--- src/rtl/core/cdq_pkg.sv ---
`timescale 1ns / 1ps
// Shared types and codes for the byte double-ended queue core.
// Used by the core, its RAM-facing sequencer and the port checker; depends on nothing.
package cdq_pkg;

  localparam int KIND_W = 3;
  localparam int CHAR_W = 8;
  localparam int STAT_W = 2;
  localparam int CNT_W  = 7;

  localparam logic [KIND_W-1:0] KIND_PUSH_FRONT = 3'd0;
  localparam logic [KIND_W-1:0] KIND_PUSH_BACK  = 3'd1;
  localparam logic [KIND_W-1:0] KIND_POP_FRONT  = 3'd2;
  localparam logic [KIND_W-1:0] KIND_POP_BACK   = 3'd3;
  localparam logic [KIND_W-1:0] KIND_DELETE_ALL = 3'd4;
  localparam logic [KIND_W-1:0] KIND_SIZE       = 3'd5;

  localparam logic [STAT_W-1:0] STAT_DONE  = 2'd0;
  localparam logic [STAT_W-1:0] STAT_EMPTY = 2'd1;
  localparam logic [STAT_W-1:0] STAT_FULL  = 2'd2;

  typedef enum logic [1:0] {
    ST_IDLE,
    ST_EXEC,
    ST_POP,
    ST_DEL
  } state_t;

endpackage

--- src/rtl/core/cdq_ram.sv ---
`timescale 1ns / 1ps
// Generic single-write, single-read RAM with a registered read port.
// Stand-alone; no package dependency.
module cdq_ram #(
  parameter int WIDTH = 8,
  parameter int DEPTH = 64
) (
  input  logic                     clk,
  input  logic                     we,
  input  logic [$clog2(DEPTH)-1:0] waddr,
  input  logic [WIDTH-1:0]         wdata,
  input  logic [$clog2(DEPTH)-1:0] raddr,
  output logic [WIDTH-1:0]         rdata
);

  logic [WIDTH-1:0] mem [DEPTH];
  logic [WIDTH-1:0] rdata_r;

  always_ff @(posedge clk) begin
    if (we) begin
      mem[waddr] <= wdata;
    end
    rdata_r <= mem[raddr];
  end

  assign rdata = rdata_r;

endmodule

--- src/rtl/core/char_deque_with_delete_all_core.sv ---
`timescale 1ns / 1ps
// Top level of the byte double-ended queue: ring buffer in cdq_ram, driven by a small
// sequencer that shares one ring-address adder. Depends on cdq_pkg and cdq_ram.
//
//   channel   ports                                         handshake
//   -------   --------------------------------------------  ---------------------------
//   request   in_kind, in_char_value                        start high while busy low
//   result    out_status, out_popped_value,                 out_valid, one cycle, no stall
//             out_removed_count, out_occupancy
//
// An item is busy in EXEC alone (push, size, pop from an empty queue), in EXEC then POP
// (pop, waiting on the registered RAM read) or in EXEC then DEL (delete all, one entry
// read per cycle through the RAM read port, each compacting write in the cycle after).
// The result strobe follows in the next cycle, when a new item may already be accepted.
// Reset (rst_n low at a clock edge) empties the queue; the RAM contents are not cleared.
// The result side cannot stall.
module char_deque_with_delete_all_core #(
  parameter int DEPTH = 64
) (
  input  logic                        clk,
  input  logic                        rst_n,
  input  logic                        start,
  output logic                        busy,
  input  logic [cdq_pkg::KIND_W-1:0]  in_kind,
  input  logic [cdq_pkg::CHAR_W-1:0]  in_char_value,
  output logic                        out_valid,
  output logic [cdq_pkg::STAT_W-1:0]  out_status,
  output logic [cdq_pkg::CHAR_W-1:0]  out_popped_value,
  output logic [cdq_pkg::CNT_W-1:0]   out_removed_count,
  output logic [cdq_pkg::CNT_W-1:0]   out_occupancy
);

  localparam int AW   = $clog2(DEPTH);
  localparam int CW   = $clog2(DEPTH + 1);
  localparam int SW   = CW + 1;
  localparam int OutW = cdq_pkg::CNT_W;
  localparam int ChW  = cdq_pkg::CHAR_W;

  // Ring position of an offset from the front; the sum stays below twice the depth.
  function automatic logic [AW-1:0] ring_pos(input logic [AW-1:0] base,
                                             input logic [CW-1:0] off);
    logic [SW-1:0] sum;
    sum = SW'(base) + SW'(off);
    if (sum >= SW'(DEPTH)) begin
      sum = sum - SW'(DEPTH);
    end
    return AW'(sum);
  endfunction

  cdq_pkg::state_t state_r, state_nxt;

  logic [cdq_pkg::KIND_W-1:0] kind_r, kind_nxt;
  logic [ChW-1:0]             char_r, char_nxt;
  logic [AW-1:0]              front_r, front_nxt;
  logic [CW-1:0]              count_r, count_nxt;
  logic [CW-1:0]              rd_idx_r, rd_idx_nxt;
  logic [CW-1:0]              kept_r, kept_nxt;
  logic [CW-1:0]              removed_r, removed_nxt;
  logic                       pend_r, pend_nxt;

  logic                       out_valid_r, out_valid_nxt;
  logic [cdq_pkg::STAT_W-1:0] out_status_r, out_status_nxt;
  logic [ChW-1:0]             out_popped_r, out_popped_nxt;
  logic [OutW-1:0]            out_removed_r, out_removed_nxt;
  logic [OutW-1:0]            out_occ_r, out_occ_nxt;

  logic           ram_we;
  logic [AW-1:0]  ram_waddr;
  logic [ChW-1:0] ram_wdata;
  logic [AW-1:0]  ram_raddr;
  logic [ChW-1:0] ram_rdata;

  logic accept;
  logic is_full;
  logic is_empty;
  logic del_done;
  logic [AW-1:0] ring_addr;
  logic [CW-1:0] ring_off;

  assign accept   = start && (state_r == cdq_pkg::ST_IDLE);
  assign is_full  = (count_r == CW'(DEPTH));
  assign is_empty = (count_r == '0);
  assign del_done = (rd_idx_r == count_r) && !pend_r;

  cdq_ram #(
    .WIDTH(ChW),
    .DEPTH(DEPTH)
  ) u_ram (
    .clk  (clk),
    .we   (ram_we),
    .waddr(ram_waddr),
    .wdata(ram_wdata),
    .raddr(ram_raddr),
    .rdata(ram_rdata)
  );

  // Offset selection for the shared ring-address adder.
  always_comb begin
    ring_off = rd_idx_r;
    unique case (state_r)
      cdq_pkg::ST_EXEC: begin
        unique case (kind_r)
          cdq_pkg::KIND_PUSH_FRONT: ring_off = CW'(DEPTH - 1);
          cdq_pkg::KIND_PUSH_BACK:  ring_off = count_r;
          cdq_pkg::KIND_POP_BACK:   ring_off = count_r - CW'(1);
          default:                  ring_off = '0;
        endcase
      end
      cdq_pkg::ST_POP: ring_off = CW'(1);
      default:         ring_off = rd_idx_r;
    endcase
  end

  assign ring_addr = ring_pos(front_r, ring_off);

  // Next state.
  always_comb begin
    state_nxt = state_r;
    unique case (state_r)
      cdq_pkg::ST_IDLE: begin
        if (accept) begin
          state_nxt = cdq_pkg::ST_EXEC;
        end
      end
      cdq_pkg::ST_EXEC: begin
        unique case (kind_r)
          cdq_pkg::KIND_POP_FRONT, cdq_pkg::KIND_POP_BACK:
            state_nxt = is_empty ? cdq_pkg::ST_IDLE : cdq_pkg::ST_POP;
          cdq_pkg::KIND_DELETE_ALL: state_nxt = cdq_pkg::ST_DEL;
          default:                  state_nxt = cdq_pkg::ST_IDLE;
        endcase
      end
      cdq_pkg::ST_POP: state_nxt = cdq_pkg::ST_IDLE;
      cdq_pkg::ST_DEL: begin
        if (del_done) begin
          state_nxt = cdq_pkg::ST_IDLE;
        end
      end
      default: state_nxt = cdq_pkg::ST_IDLE;
    endcase
  end

  // Datapath, RAM control and result.
  always_comb begin
    kind_nxt        = kind_r;
    char_nxt        = char_r;
    front_nxt       = front_r;
    count_nxt       = count_r;
    rd_idx_nxt      = rd_idx_r;
    kept_nxt        = kept_r;
    removed_nxt     = removed_r;
    pend_nxt        = pend_r;
    out_valid_nxt   = 1'b0;
    out_status_nxt  = out_status_r;
    out_popped_nxt  = out_popped_r;
    out_removed_nxt = out_removed_r;
    out_occ_nxt     = out_occ_r;
    ram_we          = 1'b0;
    ram_waddr       = ring_pos(front_r, kept_r);
    ram_wdata       = char_r;
    ram_raddr       = ring_addr;

    unique case (state_r)
      cdq_pkg::ST_IDLE: begin
        if (accept) begin
          kind_nxt = in_kind;
          char_nxt = in_char_value;
        end
      end

      cdq_pkg::ST_EXEC: begin
        out_status_nxt  = cdq_pkg::STAT_DONE;
        out_popped_nxt  = '0;
        out_removed_nxt = '0;
        out_occ_nxt     = OutW'(count_r);
        unique case (kind_r)
          cdq_pkg::KIND_PUSH_FRONT, cdq_pkg::KIND_PUSH_BACK: begin
            out_valid_nxt = 1'b1;
            if (is_full) begin
              out_status_nxt = cdq_pkg::STAT_FULL;
            end else begin
              ram_we      = 1'b1;
              ram_waddr   = ring_addr;
              count_nxt   = count_r + CW'(1);
              out_occ_nxt = OutW'(count_r + CW'(1));
              if (kind_r == cdq_pkg::KIND_PUSH_FRONT) begin
                front_nxt = ring_addr;
              end
            end
          end
          cdq_pkg::KIND_POP_FRONT, cdq_pkg::KIND_POP_BACK: begin
            // A non-empty pop waits in ST_POP for the registered RAM read data.
            if (is_empty) begin
              out_valid_nxt  = 1'b1;
              out_status_nxt = cdq_pkg::STAT_EMPTY;
            end
          end
          cdq_pkg::KIND_DELETE_ALL: begin
            rd_idx_nxt  = '0;
            kept_nxt    = '0;
            removed_nxt = '0;
            pend_nxt    = 1'b0;
          end
          default: begin
            out_valid_nxt = 1'b1;
          end
        endcase
      end

      cdq_pkg::ST_POP: begin
        count_nxt       = count_r - CW'(1);
        out_valid_nxt   = 1'b1;
        out_status_nxt  = cdq_pkg::STAT_DONE;
        out_popped_nxt  = ram_rdata;
        out_removed_nxt = '0;
        out_occ_nxt     = OutW'(count_r - CW'(1));
        if (kind_r == cdq_pkg::KIND_POP_FRONT) begin
          front_nxt = ring_addr;
        end
      end

      cdq_pkg::ST_DEL: begin
        // Reads run one entry ahead of the compacting write, which never passes them.
        if (rd_idx_r != count_r) begin
          rd_idx_nxt = rd_idx_r + CW'(1);
          pend_nxt   = 1'b1;
        end else begin
          pend_nxt = 1'b0;
        end
        if (pend_r) begin
          if (ram_rdata == char_r) begin
            removed_nxt = removed_r + CW'(1);
          end else begin
            ram_we    = 1'b1;
            ram_wdata = ram_rdata;
            kept_nxt  = kept_r + CW'(1);
          end
        end
        if (del_done) begin
          count_nxt       = kept_r;
          out_valid_nxt   = 1'b1;
          out_status_nxt  = cdq_pkg::STAT_DONE;
          out_popped_nxt  = '0;
          out_removed_nxt = OutW'(removed_r);
          out_occ_nxt     = OutW'(kept_r);
        end
      end

      default: begin
      end
    endcase
  end

  always_ff @(posedge clk) begin
    if (!rst_n) begin
      state_r     <= cdq_pkg::ST_IDLE;
      front_r     <= '0;
      count_r     <= '0;
      pend_r      <= 1'b0;
      out_valid_r <= 1'b0;
    end else begin
      state_r     <= state_nxt;
      front_r     <= front_nxt;
      count_r     <= count_nxt;
      pend_r      <= pend_nxt;
      out_valid_r <= out_valid_nxt;
    end
  end

  always_ff @(posedge clk) begin
    kind_r        <= kind_nxt;
    char_r        <= char_nxt;
    rd_idx_r      <= rd_idx_nxt;
    kept_r        <= kept_nxt;
    removed_r     <= removed_nxt;
    out_status_r  <= out_status_nxt;
    out_popped_r  <= out_popped_nxt;
    out_removed_r <= out_removed_nxt;
    out_occ_r     <= out_occ_nxt;
  end

  assign busy              = (state_r != cdq_pkg::ST_IDLE);
  assign out_valid         = out_valid_r;
  assign out_status        = out_status_r;
  assign out_popped_value  = out_popped_r;
  assign out_removed_count = out_removed_r;
  assign out_occupancy     = out_occ_r;

endmodule

--- config.mk ---
export PLATFORM = sky130hd
export DESIGN_NAME = char_deque_with_delete_all_core
export DESIGN_NICKNAME = d
export VERILOG_FILES = /design/src/rtl/core/cdq_pkg.sv /design/src/rtl/core/cdq_ram.sv /design/src/rtl/core/char_deque_with_delete_all_core.sv
export SDC_FILE = /design/constraint.sdc
export NUM_CORES = 1
export LEC_CHECK = 0
export BUFFER_PORTS_ARGS = -buffer_cell sky130_fd_sc_hd__buf_2
export CORE_MARGIN = 5
export CORE_UTILIZATION = 40
export DETAILED_ROUTE_END_ITERATION = 6
export SYNTH_ARGS = -nofsm -noshare
export SYNTH_HDL_FRONTEND = slang
export SYNTH_SLANG_ARGS = --single-unit
--- constraint.sdc ---
create_clock -name clk -period 5.8 [get_ports clk]
set_input_delay 0.29 -clock clk [delete_from_list [all_inputs] [get_ports clk]]
set_output_delay 0.29 -clock clk [all_outputs]
set_load 0.05 [all_outputs]
# After elaboration in Yosys (flattened, before gate mapping)
# Memory sizes are Yosys's and may differ from the RTL's. A register that Yosys moved wholly into a read port is not among the register bits.
# Cells that the tools add are included.
classes:
  multipliers: 0
  addsub: 9
  n_eq_ne: 22
  order_cmp: 2
  div: 0
  shift: 0
  n_mux: 55
  n_reduce_logical: 23
  bitwise_logic: 0
ops:
  columns: ["op", "count"]
  rows:
  - ["$mux 7", 10]
  - ["$pmux 7 s2", 5]
  - ["$mux 6", 9]
  - ["$pmux 7 s3", 2]
  - ["$mux 8", 4]
  - ["$add 7x1->7 const B", 4]
  - ["$pmux 8 s3", 1]
  - ["$ne 2x2->1 const B", 9]
  - ["$add 6x7->8", 2]
  - ["$ge 8x7->1 const B", 2]
  - ["$pmux 6 s2", 1]
  - ["$sub 6x1->6 const B", 2]
  - ["$mux 1", 11]
  - ["$reduce_and 2->1", 5]
  - ["$eq 8x8->1", 1]
  - ["$mux 2", 4]
  - ["$pmux 2 s2", 2]
  - ["$pmux 2 s4", 1]
  - ["$reduce_and 4->1", 2]
  - ["$reduce_bool 2->1", 4]
  - ["$eq 7x7->1", 1]
  - ["$eq 7x7->1 const B", 1]
  - ["$logic_not 7->1", 1]
  - ["$ne 7x7->1", 1]
  - ["18 further kinds", 26]
word_totals:
  input_bits: 14
  elab_cells: 126
  latchBits: 0
  mem_count: 1
  mem_bits_rw: 512
  register_bits: 73
  rom_bits: 0
memory_table:
  columns: ["memory", "depth", "word_bits", "rd", "rd_ports_with_merged_regs", "write_ports", "line_no", "source"]
  rows:
  - ["u_ram.mem", 64, 8, 1, 1, 1, "cdq_ram.sv:16", "logic [WIDTH-1:0] mem [DEPTH];"]

# Longest topological paths before layout
depth:
  word_depth: 10
  depth_mapped: 18
  mapped_depth_nobuf: 13

# Cells and area by module
# A second synthesis with hierarchy kept.
hier_totals:
  cells_unflattened: 1368
  hier_area_um2: 24542.3
by_module_without_submodules:
  columns: ["module", "area_each_um2", "n_inst", "cells_each"]
  rows:
  - ["cdq_ram", 20166.8, 1, 940]
  - ["char_deque_with_delete_all_core", 4375.4, 1, 428]

# Worst setup path before layout
# Ideal clock, no wire load.
synth_timing:
  path_type: "register to register"
  start: "reg state_r[0]"
  end: "mem u_ram.mem[23][0] (enable)"
  synth_period_minus_slack_ns: 4.386
  path_stages_with_launch: 17
  t_arrival_ns: 4.003
  n_path_buf: 6
  setup_ns: 0.383
  setup_slack_ns: 1.414
  required_time_ns: 5.417
  path_cell_list: "dfxtp_1 > inv_1 > ha_1 > clkbuf_1 > clkbuf_1 > clkbuf_1 > mux2i_1 > o21ai_0 > ha_1 > fa_1 > clkbuf_1 > clkbuf_1 > clkbuf_1 > mux2i_1 > nor2_1 > nand2_1 > nor3_1"
synth_between:
  elab_chain_cells: 8
  elab_cells_between_ends: 14
  cone_classes: "2 x add/sub; 1 x order compare; 3 x eq/ne; 8 x mux"
synth_lines:
  columns: ["element", "line_no", "source"]
  rows:
  - ["start: declaration", "char_deque_with_delete_all_core.sv:50", "cdq_pkg::state_t state_r, state_nxt;"]
  - ["start signal: assignment", "char_deque_with_delete_all_core.sv:256", "state_r <= cdq_pkg::ST_IDLE;"]
  - ["start signal: assignment", "char_deque_with_delete_all_core.sv:262", "state_r <= state_nxt;"]
  - ["$eq 2x2->1 / $eq 2x1->1 (equally long branches)", "char_deque_with_delete_all_core.sv:100, char_deque_with_delete_all_core.sv:163", null]
  - ["$pmux 7 s2", "char_deque_with_delete_all_core.sv:100", "unique case (state_r)"]
  - ["$add 6x7->8", "char_deque_with_delete_all_core.sv:43", "sum = SW'(base) + SW'(off);"]
  - ["$ge 8x7->1 / $sub 6x1->6 (equally long branches)", "char_deque_with_delete_all_core.sv:44, char_deque_with_delete_all_core.sv:45", null]
  - ["$mux 6", "char_deque_with_delete_all_core.sv:44", "if (sum >= SW'(DEPTH)) begin"]
  - ["$mux 6", "char_deque_with_delete_all_core.sv:179", "if (is_full) begin"]
  - ["$mux 6", "char_deque_with_delete_all_core.sv:176", "unique case (kind_r)"]
  - ["$mux 6", "char_deque_with_delete_all_core.sv:163", "unique case (state_r)"]
  - ["end: declaration", "cdq_ram.sv:16", null]
# Several ways; a longest one is shown, not always the timed one.

# Worst setup path in the final report
layout_timing:
  start: "reg state_r[1]"
  end: "mem u_ram.mem[21][1] (enable)"
# Same word-level chain as after synthesis.

==> out/metrics.yaml <==
outcome: "complete, but fails checks"
violations: "design-rule violations"
period_share: 0.8290
placed_cell_area_mm2: 0.02617
grt_max_degree: 103
synth_xor_area_frac: 0.01286
track_usage: 0.1748
worst_hold_slack_ns: 0.2496
core_mm2: 0.06058
antenna_cells: 0
p_leak_nw: 9.213
critical_path.max_fanout: 15
io_pins: 40
ir_worst_vdd_uv: 215.7
clock_tree.root_cell: "clkbuf_16"
ys_seq_area_frac: 0.7159
synth-main-ff-cell: "edfxtp_1"
setup-tns-final_ns: 0
min_path_type: "in2reg"
synthMostInstantiatedCell: "edfxtp_1"
synth-seq-cells: 593
slew_viol_final: 0
routed_wl_um: 58650
cp.required_ns: 6.14
drive_above_1_share: 0.2387
finalHoldViolCount: 0
cts_buffers: 60
place_congestion: 0.8704
yosys.area_share.simple: 0.06847
yosys-top-cells-count: "568 x edfxtp_1, 135 x nand2_1, 128 x mux4_2"
muxShareOfSynthArea: 0.1360
synth_nets: 1451
synth-edff-count: 568
powerDensity_mw_per_mm2: 358.8
cts_resized: 0
die_w_um: 257.6
die_area_mm2: 0.06636
end_kind: "register"
max_cap_violations: 0
tightest_slew_ns: 1.357
clk_pin_slew_worst_paths_ns: 0.06
synth_cell_types: 64
grt_first_pass_wirelength_um: 88310
fin_area_mm2: 0.02818
rsz0062_at_grt: "false"
yosys.area.top_type: "edfxtp_1"
synth_top_area_share: 0.6955
antenna_found_initial: 0
cp-start-kind: "register"
relSlewSlack: 0.09518
cp.arrival_ns: 5.15
fin_nets: 1579
drtIter0Drc: 1194
cts.htree.levels: 2
dp.cells: 2252
ys_warn_count: 0
grt_pass1_vias: 13580
drc: 35
insertion_delay_ns: 0.62
netlist_area_mm2: 0.02452
max_clock_freq_mhz: 208.0
wl_per_cell_um: 24.70
syn_area_per_cell_um2: 17.32
synth_area_leaders: "edfxtp_1 70%, mux4_2 12%, nand2_1 2.1%"
setup-violations-final: 0
hpwl_um: 36210
synth_top_family_by_area: "multiplexers"
cts_tree: "yes"
die_y_um: 257.6
period_needed_ns: 4.808
vias: 13360
fillers: 5109
synth-compound-area-share: 0.03913
initial_core_util: 0.4048
area_growth_pct: 14.91
async_flop_share: 0
cts_buffer_depth: 3
cts_setup_buffers: 0
via_per_inst: 5.628
cts.sink_count: 593
io_buffers: 39
critPathKind: "reg2reg"
fin_cells: 2374
ant_nets: 0
num_rows: 90
gr-total-overflow: 0
first_pass_iters: 7
synthAdderAreaFrac: 0.01133
fin_util: 0.4652
finClkSkew_ns: 0.03336
postSynthCellCount: 1416
[sequential cells by signal (all words and copies together), names as in the netlist, 3 cells and up]
signal             count
u_ram.mem            512
char_r                 8
out_popped_value       8
u_ram.rdata            8
count_r                7
kept_r                 7
out_occupancy          7
out_removed_count      7
rd_idx_r               7
removed_r              7
front_r                6
kind_r                 3
[routing by layer]
layer  global-route usage  up-vias  part of all wire
li1                     -     5890                 -
met1               0.2454     6888              0.43
met2               0.2728      492              0.47
met3              0.04015       91             0.073
met4              0.05918        0             0.031
met5                    0        -                 0
[kinds of logic (layout without fill, tap and decap cells)]
| logic type | Yosys count | in the layout |
|---|---|---|
| DFF | 593 | 593 |
| adders and majority gates | 21 | 21 |
| muxes | 172 | 172 |
| AOI/OAI and AO/OA | 129 | 129 |
| and+or+nand+nor | 370 | 370 |
| xor gates and xnor gates | 36 | 36 |
| buffers and inverters | 95 | 271 |
[power breakdown]
group | internal (W) | switching [W]
Clock | 0.00209 | 0.00160
Combinational | 0.000560 | 0.000928
Sequential | 0.00482 | 0.000110
Total | 0.00747 | 0.00264
[timing repair]
action,CTS,global route
endpoints found under the hold margin,12,0
setup endpoints to repair,0,0
hold buffers,12,0
[cells in the final DEF (no fill, tap or decap), types with 3 or more instances in the layout]
cell / synthesis / final
clkinv_1: 1 / 13
clkinv_2: 0 / 13
a21oi_1: 16 / 16
nor3_1: 53 / 52
and3_1: 6 / 6
xor2_1: 8 / 7
a21o_1: 3 / 3
dfxtp_1: 25 / 25
nand2_1: 135 / 135
mux4_2: 128 / 128
o21a_1: 4 / 4
o221ai_1: 9 / 9
o21bai_1: 5 / 5
a31oi_1: 3 / 3
clkbuf_1: 50 / 11
a32oi_1: 18 / 18
nor3_2: 2 / 3
nor3b_1: 4 / 4
nor2_1: 94 / 94
ha_1: 19 / 18
clkbuf_16: 0 / 63
dlygate4sd3_1: 0 / 12
nand2b_1: 6 / 6
o2bb2ai_1: 3 / 3
a311oi_1: 3 / 3
mux2_2: 10 / 10
mux2i_1: 34 / 34
o21ai_1: 3 / 3
o21ba_2: 3 / 3
o21ai_0: 16 / 16
edfxtp_1: 568 / 568
nand3_1: 23 / 23
xnor2_1: 28 / 27
a211oi_1: 9 / 8
and2_1: 20 / 20
nand4_1: 15 / 15
o211ai_1: 13 / 13
buf_4: 2 / 92
buf_2: 16 / 39
inv_1: 15 / 15
[critical path: stages (launching register included)]
cell and delay, ns:
dfxtp_1 0.39, inv_1 0.09, ha_1 0.36, nand3b_1 0.25, o32ai_1 0.42, ha_1 0.42
o21a_1 0.26, and2_1 0.19, o311ai_1 0.33, a21oi_1 0.08, buf_4 0.17, o31a_1 0.59
nor3_1 0.74, buf_4 0.26
[metrics by stage]
stage / setup slack (ns) / power, W
4_1_cts: 1.006 / 0.01021
2_1_floorplan: 1.414 / 0.005994
3_5_place_dp: 0.9900 / 0.006503
6_report: 0.9919 / 0.01011
3_3_place_gp: 1.075 / 0.006495
5_1_grt: 0.7378 / 0.01049
[worst paths after layout]
| check | from | endpoint | slack, ns | depth (start not counted) |
|---|---|---|---|---|
| worst min register to register | front_r[5]$_SDFFE_PN0P_ | front_r[5]$_SDFFE_PN0P_ | 0.55 | 2 |
| worst max register to register | state_r[1]$_SDFFE_PN0P_ | u_ram.mem[21][1]$_DFFE_PP_ | 0.99 | 13 |
| worst min-delay path | start | state_r[0]$_SDFFE_PN0P_ | 0.25 | 3 |
| worst max-delay path | state_r[1]$_SDFFE_PN0P_ | u_ram.mem[21][1]$_DFFE_PP_ | 0.99 | 13 |
[area by class of cell]
| class | instances | area, um^2 | area share |
|---|---|---|---|
| Inverter | 16 | 60.06 | 0.002131 |
| Timing Repair Buffer | 145 | 1046 | 0.03712 |
| Clock buffer | 76 | 1645 | 0.05838 |
| Clock inverter | 34 | 247.7 | 0.008791 |
| Sequential cell | 593 | 17560 | 0.6230 |
| Multi-Input combinational cell | 728 | 6646 | 0.2358 |
| Tap cell | 782 | 978.4 | 0.03472 |
Note: power is estimated with default switching activity, not from simulation.
